==> src/design/cspp_pkg.sv <==
// ---------------------------------------------------------------------------
// cspp_pkg
// Shared types and constants for the CAN signal payload packer: request and
// result payloads, controller states, and controller/datapath handshakes.
// ---------------------------------------------------------------------------
`default_nettype none

package cspp_pkg;

	// default payload size in bytes
	localparam int PAYLOAD_BYTES_DEF = 8;

	// widths of the request fields
	localparam int RAW_W   = 64;
	localparam int START_W = 6;
	localparam int LEN_W   = 7;
	localparam int POS_W   = 8;
	localparam int SRC_W   = 6;

	// longest signal that raw_value can hold
	localparam logic [LEN_W-1:0] LEN_MAX = 7'd64;

	// motorola walk jump at a byte boundary
	localparam logic [POS_W-1:0] MOTO_JUMP = 8'd15;

	typedef struct packed {
		logic [RAW_W-1:0]   raw_value;
		logic [START_W-1:0] start_bit;
		logic [LEN_W-1:0]   bit_length;
		logic               little_endian;
		logic               last_signal;
	} sig_t;

	typedef struct packed {
		logic [RAW_W-1:0] payload;
		logic             spilled;
	} frame_t;

	typedef enum logic [1:0] {
		ST_IDLE,
		ST_WALK,
		ST_FLUSH
	} state_t;

	// controller to datapath
	typedef struct packed {
		logic load;
		logic step;
		logic flush;
	} cmd_t;

	// datapath to controller
	typedef struct packed {
		logic len_zero;
		logic final_step;
		logic last_q;
		logic out_free;
	} status_t;

endpackage

`default_nettype wire

==> src/design/cspp_ctrl.sv <==
// ---------------------------------------------------------------------------
// cspp_ctrl
// Controller for the payload packer: takes a request, walks its bits one per
// cycle and, for the last signal, hands the payload to the output register.
// ---------------------------------------------------------------------------
`default_nettype none

module cspp_ctrl (
	input  wire               clk,
	input  wire               arst_n,
	input  wire               sig_valid,
	input  wire               sig_last,
	output logic              sig_stall,
	input  cspp_pkg::status_t status,
	output cspp_pkg::cmd_t    cmd
);
	import cspp_pkg::*;

	state_t state_q;
	state_t state_nxt;

	// state register
	always_ff @(posedge clk or negedge arst_n) begin
		if (!arst_n) begin
			state_q <= ST_IDLE;
		end else begin
			state_q <= state_nxt;
		end
	end

	// next state
	always_comb begin
		state_nxt = state_q;
		case (state_q)
			ST_IDLE: begin
				if (sig_valid) begin
					if (!status.len_zero) begin
						state_nxt = ST_WALK;
					end else if (sig_last) begin
						state_nxt = ST_FLUSH;
					end
				end
			end
			ST_WALK: begin
				if (status.final_step) begin
					state_nxt = status.last_q ? ST_FLUSH : ST_IDLE;
				end
			end
			ST_FLUSH: begin
				if (status.out_free) begin
					state_nxt = ST_IDLE;
				end
			end
			default: state_nxt = ST_IDLE;
		endcase
	end

	// outputs
	always_comb begin
		cmd       = '0;
		sig_stall = 1'b1;
		case (state_q)
			ST_IDLE: begin
				sig_stall = 1'b0;
				cmd.load  = sig_valid;
			end
			ST_WALK: begin
				cmd.step = 1'b1;
			end
			ST_FLUSH: begin
				cmd.flush = status.out_free;
			end
			default: begin
				sig_stall = 1'b1;
			end
		endcase
	end

endmodule

`default_nettype wire

==> src/design/cspp_dp.sv <==
// ---------------------------------------------------------------------------
// cspp_dp
// Datapath for the payload packer: holds the current signal, the walk
// position and source index, the payload buffer, and the output register.
// ---------------------------------------------------------------------------
`default_nettype none

module cspp_dp #(
	parameter int PAYLOAD_BYTES = cspp_pkg::PAYLOAD_BYTES_DEF
) (
	input  wire                clk,
	input  wire                arst_n,
	input  cspp_pkg::sig_t     sig,
	input  cspp_pkg::cmd_t     cmd,
	output cspp_pkg::status_t  status,
	output logic               frame_valid,
	input  wire                frame_stall,
	output cspp_pkg::frame_t   frame
);
	import cspp_pkg::*;

	localparam logic [POS_W-1:0] LIMIT = POS_W'(PAYLOAD_BYTES * 8);

	logic [RAW_W-1:0] raw_q;
	logic [POS_W-1:0] pos_q;
	logic [LEN_W-1:0] cnt_q;
	logic [SRC_W-1:0] src_q;
	logic             intel_q;
	logic             last_q;
	logic [RAW_W-1:0] buffer_q;
	logic             spill_q;
	frame_t           out_q;
	logic             out_valid_q;

	logic [LEN_W-1:0] len_sat;
	logic [POS_W-1:0] pos_nxt;
	logic             bit_v;
	logic             in_range;

	// length saturates at 64
	assign len_sat = sig.bit_length[6] ? LEN_MAX : sig.bit_length;

	// current signal bit and where the walk goes next
	assign bit_v    = raw_q[src_q];
	assign in_range = pos_q < LIMIT;
	always_comb begin
		if (intel_q) begin
			pos_nxt = pos_q + POS_W'(1);
		end else if (pos_q[2:0] == 3'd0) begin
			pos_nxt = pos_q + MOTO_JUMP;
		end else begin
			pos_nxt = pos_q - POS_W'(1);
		end
	end

	// signal registers, loaded on request and advanced per step
	always_ff @(posedge clk) begin
		if (cmd.load) begin
			raw_q   <= sig.raw_value;
			pos_q   <= POS_W'(sig.start_bit);
			cnt_q   <= len_sat;
			src_q   <= sig.little_endian ? '0 : SRC_W'(len_sat - LEN_W'(1));
			intel_q <= sig.little_endian;
			last_q  <= sig.last_signal;
		end else if (cmd.step) begin
			pos_q <= pos_nxt;
			cnt_q <= cnt_q - LEN_W'(1);
			src_q <= intel_q ? src_q + SRC_W'(1) : src_q - SRC_W'(1);
		end
	end

	// payload buffer and spill flag
	always_ff @(posedge clk or negedge arst_n) begin
		if (!arst_n) begin
			buffer_q <= '0;
			spill_q  <= 1'b0;
		end else if (cmd.flush) begin
			buffer_q <= '0;
			spill_q  <= 1'b0;
		end else if (cmd.step) begin
			if (in_range) begin
				if (bit_v) begin
					buffer_q[pos_q[SRC_W-1:0]] <= 1'b1;
				end
			end else begin
				spill_q <= 1'b1;
			end
		end
	end

	// output register
	always_ff @(posedge clk or negedge arst_n) begin
		if (!arst_n) begin
			out_valid_q <= 1'b0;
		end else if (cmd.flush) begin
			out_valid_q <= 1'b1;
		end else if (!frame_stall) begin
			out_valid_q <= 1'b0;
		end
	end

	always_ff @(posedge clk) begin
		if (cmd.flush) begin
			out_q.payload <= buffer_q;
			out_q.spilled <= spill_q;
		end
	end

	assign frame_valid       = out_valid_q;
	assign frame             = out_q;
	assign status.len_zero   = (sig.bit_length == '0);
	assign status.final_step = (cnt_q == LEN_W'(1));
	assign status.last_q     = last_q;
	assign status.out_free   = !out_valid_q || !frame_stall;

endmodule

`default_nettype wire

==> src/design/can_signal_payload_pack_core.sv <==
// Sequence: load in idle, walk the bits (bit_length saturates at 64), and on
// a frame's last signal flush the payload once the output register is free.
// Throughput: one request at a time; the bit walk places one bit per cycle.
// The output register lets the next request start while a payload waits.
// Reset: arst_n clears the controller, payload buffer, spill flag and output.
// ---------------------------------------------------------------------------
// can_signal_payload_pack_core
// Packs CAN signals in Intel or Motorola byte order into a payload buffer and
// emits the finished payload with a spill flag on the last signal of a frame.
// ---------------------------------------------------------------------------
`default_nettype none

module can_signal_payload_pack_core #(
	parameter int PAYLOAD_BYTES = cspp_pkg::PAYLOAD_BYTES_DEF
) (
	input  wire               clk,
	input  wire               arst_n,
	input  wire               sig_valid,
	output logic              sig_stall,
	input  cspp_pkg::sig_t    sig,
	output logic              frame_valid,
	input  wire               frame_stall,
	output cspp_pkg::frame_t  frame
);
	import cspp_pkg::*;

	localparam int LIMIT_BITS = PAYLOAD_BYTES * 8;
	localparam logic [RAW_W-1:0] HI_MASK =
		(LIMIT_BITS >= RAW_W) ? '0 : ~((RAW_W'(1) << LIMIT_BITS) - RAW_W'(1));

	cmd_t    cmd;
	status_t status;

	cspp_ctrl u_ctrl (
		.clk       (clk),
		.arst_n    (arst_n),
		.sig_valid (sig_valid),
		.sig_last  (sig.last_signal),
		.sig_stall (sig_stall),
		.status    (status),
		.cmd       (cmd)
	);

	cspp_dp #(
		.PAYLOAD_BYTES (PAYLOAD_BYTES)
	) u_dp (
		.clk         (clk),
		.arst_n      (arst_n),
		.sig         (sig),
		.cmd         (cmd),
		.status      (status),
		.frame_valid (frame_valid),
		.frame_stall (frame_stall),
		.frame       (frame)
	);

	// a payload never has bits beyond its size
	a_no_high_bits: assert property (@(posedge clk) disable iff (!arst_n)
		frame_valid |-> ((frame.payload & HI_MASK) == '0))
		else $error("payload bit set beyond payload size");

	// handover only into a free output register
	a_flush_free: assert property (@(posedge clk) disable iff (!arst_n)
		cmd.flush |-> (!frame_valid || !frame_stall))
		else $error("payload handed over while output busy");

	// no request is taken while the walk runs
	a_step_stalls: assert property (@(posedge clk) disable iff (!arst_n)
		cmd.step |-> sig_stall)
		else $error("request taken during bit walk");

	// controller commands are exclusive
	a_cmd_onehot: assert property (@(posedge clk) disable iff (!arst_n)
		$onehot0({cmd.load, cmd.step, cmd.flush}))
		else $error("conflicting datapath commands");

endmodule

`default_nettype wire
==> config.mk <==
export PLATFORM = sky130hd
export DESIGN_NAME = can_signal_payload_pack_core
export DESIGN_NICKNAME = d
export VERILOG_FILES = /design/src/design/cspp_pkg.sv /design/src/design/cspp_ctrl.sv /design/src/design/cspp_dp.sv /design/src/design/can_signal_payload_pack_core.sv
export SDC_FILE = /design/constraint.sdc
export NUM_CORES = 1
export LEC_CHECK = 0
export ABC_AREA = 1
export BUFFER_PORTS_ARGS = -buffer_cell sky130_fd_sc_hd__buf_2
export CAP_MARGIN = 30
export CORE_ASPECT_RATIO = 1.5
export CORE_MARGIN = 5
export CORE_UTILIZATION = 30
export DETAILED_ROUTE_END_ITERATION = 7
export GPL_ROUTABILITY_DRIVEN = 0
export GPL_TIMING_DRIVEN = 0
export PLACE_DENSITY = 0.57
export RECOVER_POWER = 25
export SETUP_SLACK_MARGIN = 0.02
export SLEW_MARGIN = 25
export SYNTH_ARGS = -nofsm -noshare
export SYNTH_HDL_FRONTEND = slang
export SYNTH_SLANG_ARGS = --single-unit
==> constraint.sdc <==
create_clock -name clk -period 6.15 [get_ports clk]
set_input_delay 0.9225 -clock clk [delete_from_list [all_inputs] [get_ports clk]]
set_output_delay 0.9225 -clock clk [all_outputs]
set_load 0.05 [all_outputs]
After elaboration in Yosys (flattened, before gate mapping)
Index checks and enable logic that the tools add are counted.
Widths: inputs -> output; s select.
{"block": "totals", "reg_bits": 220, "inputBits": 83, "output_inout_bits": 67, "elab_cells": 83}
{"block": "classes", "addsub": 7, "n_lt_le_gt_ge": 4, "n_eq_ne": 9, "n_mux": 35, "bitwise": 1, "reduce_logical": 14}
{"cell": "$mux 64", "n": 4}
{"cell": "$or 64x64->64", "n": 1}
{"cell": "$mux 6", "n": 6}
{"cell": "$mux 7", "n": 3}
{"cell": "$mux 8", "n": 2}
{"cell": "$lt 6x7->1 const B", "n": 2}
{"cell": "$mux 2", "n": 6}
{"cell": "$sub 6x1->6 const B", "n": 2}
{"cell": "$mux 1", "n": 11}
{"cell": "$add 8x1->8 const B", "n": 1}
{"cell": "$add 8x4->8 const B", "n": 1}
{"cell": "$lt 8x7->1 const B", "n": 1}
{"cell": "$reduce_bool 2->1", "n": 4}
{"cell": "$sub 8x1->8 const B", "n": 1}
{"cell": "$eq 7x1->1 const B", "n": 1}
{"cell": "$logic_not 7->1", "n": 1}
{"cell": "$sub 7x1->7 const B", "n": 1}
{"cell": "$add 6x1->6 const B", "n": 1}
{"cell": "$bmux 1 s6", "n": 1}
{"cell": "$demux 1 s6", "n": 1}
{"cell": "$ge 6x1->1 const B", "n": 1}
{"cell": "$ne 2x2->1 const B", "n": 3}
{"cell": "$pmux 2 s3", "n": 1}
{"cell": "$ne 2x1->1 const B", "n": 2}
{"cell": "other kinds (11)", "n": 12}

Logic depth before layout (Yosys ltp)
{"block": "logic_depth", "depth_word": 9, "depth_mapped": 14, "depth_no_buf": 11}

Cells and area by module
From an unflattened synthesis, not the netlist that was laid out.
{"block": "hier_totals", "hier_cells": 897, "hier_area_um2": 10029.6}
{"mod": "cspp_dp", "n_inst": 1, "cells_per_inst": 870, "area_per_inst_um2": 9874.5, "seq_area_each_um2": 6195.9}
{"mod": "cspp_ctrl", "n_inst": 1, "cells_per_inst": 27, "area_per_inst_um2": 155.1, "seq_area_each_um2": 50.0}

Worst setup path after synthesis
No wires, ideal clock.
{"block": "synth_timing", "path_type": "input port to flip-flop", "startpoint": "in sig_valid", "endpoint": "reg u_dp.cnt_q[0], data pin", "setup_ns": 0.361, "arrival_ns": 3.343, "required_ns": 5.789, "setup_slack_ns": 2.447, "cell_stages": 4, "n_path_buf": 1, "cell_sequence": "inv_1 > nor2_2 > clkbuf_1 > o21ai_0"}
{"item": "start, declared", "line_no": "can_signal_payload_pack_core.sv:18", "rtl": "input wire sig_valid,"}
{"item": "end signal, assigned", "line_no": "cspp_dp.sv:61", "rtl": "cnt_q <= len_sat;"}
{"item": "end signal, assigned", "line_no": "cspp_dp.sv:67", "rtl": "cnt_q <= cnt_q - LEN_W'(1);"}
{"item": "end, declared", "line_no": "cspp_dp.sv:26", "rtl": "logic [LEN_W-1:0] cnt_q;"}

Worst setup path after layout
{"block": "layout_timing", "startpoint": "reg u_ctrl.state_q[0]", "endpoint": "reg u_dp.pos_q[4], enable pin"}
{"block": "layout_between", "elab_chain_len": 3, "elab_cells_between_ends": 5, "classes_between": "1 x eq/ne; 2 x mux; 2 x reduce/logical"}
{"item": "start, declared", "line_no": "cspp_ctrl.sv:19", "rtl": "state_t state_q;"}
{"item": "start signal, assigned", "line_no": "cspp_ctrl.sv:27", "rtl": "state_q <= state_nxt;"}
{"item": "$eq 2x1->1 or $logic_not 2->1 (tied branches)", "line_no": "cspp_ctrl.sv:62", "rtl": "case (state_q)"}
{"item": "$mux 1", "line_no": "cspp_ctrl.sv:62"}
{"item": "$reduce_bool 2->1 (no source line) (*)"}
{"item": "end signal, assigned", "line_no": "cspp_dp.sv:60", "rtl": "pos_q <= POS_W'(sig.start_bit);"}
{"item": "end signal, assigned", "line_no": "cspp_dp.sv:66", "rtl": "pos_q <= pos_nxt;"}
{"item": "end, declared", "line_no": "cspp_dp.sv:25", "rtl": "logic [POS_W-1:0] pos_q;"}
Every way passes the cells marked *; elsewhere a longest branch is shown, timed or not.
A chain may end at the register's enable or synchronous reset.

==> impl_results.md <==
- Outcome: finished clean
- #FFs+latches synth: 220
- Die W: 159 um
- Fillers: 3246
- CTS tree: yes
- Largest cells by area after synthesis: edfxtp_1, dfrtp_1, nand3_2, a21oi_2, nand2_1
- Setup Skew: 0.0130 ns
- Post-synth EDFFs: 150
- Mapped Cells: 879
- Synth area leader: edfxtp_1
- Worst EP required: 6.29 ns
- Critical path startpoint category: flip-flop
- Share of cells above drive strength 1: 32.0%
- Combinational share of power: 40.4%
- NumNets Final: 1154
- HP Class: reg -> reg
- Tot GR Track Use: 12.2%
- Worst-path clk slew: 0.07 ns
- Switch share: 39.3%
- DRT antenna net count: 0
- Post-DP HPWL: 16.9 mm
- Initial DRC Count: 197
- Synth Warn #: 0
- Synth unique cells: 39
- Final setup margin: 3.60 ns
- DP Area: 11300 um^2
- Initial Utilization: 30.5%
- Full die area: 37100 um^2
- Area grow syn2layout: 21.1%
- TNS Setup: 0 ns
- Via count: 6539
- Postcts setup bufs: 0
- Hold_ws: 0.446 ns
- Top-area cell type share of the netlist area: 45.1%
- Max Cap Viol: 0
- Worst-Skew Late Latency: 0.51 ns
- Hold-fix buffers at CTS: 0
- Pwr per Cell Area: 521 nW/um^2
- Initial antenna violation count: 3
- Critical path class: reg -> reg
- Most frequent cell after synthesis: edfxtp_1
- Final Cell Area: 12100 um^2
- Buffers added on ports: 149
- Synth Cell Area: 9990 um^2
- Async SR Flop Fraction: 30.9%
- Max Freq: 0.393 GHz
- I/O pin total: 150
- Overall routed net length: 22.8 mm
- Synthesized area per cell: 11.4 um^2
- Drt via density: 4.40
- Avg WL per Cell: 15.3 um
- Largest net degree at the start of global routing: 53
- Final setup viols: 0
- Arr. time, crit path: 2.68 ns
- Switching pwr: 2470 uW
- Resize count post-CTS: 0
- Seq pwr share: 37.6%
- Peak VDD IR: 252 uV
- Chip height: 233 um
- Vias in the first global route: 6850
- Worst setup slack after placement: 3.16 ns
- Drt pass-1 iters: 6
- P_int: 3820 uW
- CP Max Fanout: 19
- Global-route wire length before repair: 36.8 mm
- Clock Power Share: 22.0%
- # H-tree levels: 1
- Register area: 6250 um^2
- Worst-Margin Slew: 1.07 ns
- Leak: 0.00480 uW
- Top FF cell, synth: edfxtp_1
- Row count: 81
- Drt drc: 0
- Setup crit end kind: flip-flop
- Final hold viol count: 0
- Inserted Clock Buffers: 22
- Fin. max-slew vios: 0
- Clk root buf: clkbuf_16
- Synthesized Nets: 977
- GRT overflow: 0
- Sequential area share after synthesis: 62.5%
- RSZ-0062 raised after global routing: no
- Multi-input logic area: 3000 um^2
- CTS max path bufs: 3
- Total power: 6290 uW
- Max_slew headroom: 28.8%
- Clock sink count: 220
- Period utilization: 41.4%
- Core Box Area: 32700 um^2
- Post-synth top cells: edfxtp_1, nand2_1, inv_1
- Tmin final: 2.55 ns
## final cells by class
type	instances	area share [%]
Inverter	122	3.81
Sequential cell	220	51.7
Antenna cell	1	0.0207
Multi-Input combinational cell	502	24.8
Timing Repair Buffer	153	6.88
Clock inverter	10	0.952
Tap cell	415	4.29
Buffer	35	2.37
Clock buffer	29	5.21
## cells in the final DEF (no fill, tap or decap), drive strengths merged, types with 6 or more instances in the layout
cell and instances:
buf 177, edfxtp 150, nand2 132, nand3 126, inv 124, nor2 99, a21oi 73, dfrtp 68
clkbuf 40, o21ai 20, ha 13, nor3 6, xnor2 6
## metal layers
| metal | GRT usage [%] | share of wire [%] |
|---|---|---|
| met4 | 4.11 | 2.4 |
| met5 | 0 | 0.11 |
| met1 | 13.3 | 38 |
| met2 | 23.5 | 54 |
| met3 | 2.37 | 5.1 |
## kinds of logic (layout without fill, tap and decap cells)
group | after synthesis | count (layout) | synth area share [%]
and+or+nand+nor | 367 | 367 | 19.0
DFF | 220 | 220 | 62.5
buffers and inverters | 157 | 349 | 7.43
AOI/OAI and AO/OA | 110 | 110 | 8.16
adders and majority gates | 15 | 15 | 2.03
xor gates and xnor gates | 10 | 10 | 0.877
other | 0 | 1 | 0
## worst paths after layout
path | from | endpoint | slack [ns] | depth (start not counted)
setup reg to reg | u_ctrl.state_q[0] | u_dp.pos_q[4] | 3.60 | 6
min in group asynchronous | arst_n | u_dp.buffer_q[8] | 0.59 | 1
hold / removal | u_dp.buffer_q[31] | u_dp.frame[32] | 0.45 | 0
setup / recovery | u_ctrl.state_q[0] | u_dp.pos_q[4] | 3.60 | 6
hold reg to reg | u_dp.buffer_q[31] | u_dp.frame[32] | 0.45 | 0
max in group asynchronous | arst_n | u_dp.buffer_q[37] | 4.75 | 2
## state kept, by name, indices dropped and copies added (netlist names)
name / flops
u_dp.spill_q: 1
u_dp.intel_q: 1
u_dp.cnt_q: 7
u_dp.raw_q: 64
u_dp.buffer_q: 64
u_ctrl.state_q: 2
u_dp.frame_valid: 1
u_dp.last_q: 1
u_dp.src_q: 6
u_dp.pos_q: 8
u_dp.frame: 65
## stage by stage
step / instances / util [%]
floorplan: 879 / -
global placement: 1443 / 34.4
detailed placement: 1447 / 34.7
CTS: 1486 / 36.9
global route: 1487 / 36.9
finish: 1487 / 36.9
## worst max-delay path: stages, from the launching register on
cell and delay [ns]:
dfrtp_1 0.39, nor2_1 0.17, inv_1 0.10, nor2_2 0.36, inv_1 0.12, clkbuf_1 0.28, nand2_1 0.74
## power groups by stage
stage / Clock [uW] / Sequential (uW) / Combinational, uW
after floorplan: 0 / 2510 / 1810
after global placement: 0 / 2410 / 2520
after detailed placement: 0 / 2400 / 2580
after CTS: 1430 / 2370 / 2590
after global routing: 1480 / 2420 / 2820
final: 1380 / 2370 / 2540
Power figures use the tool's default switching activity.
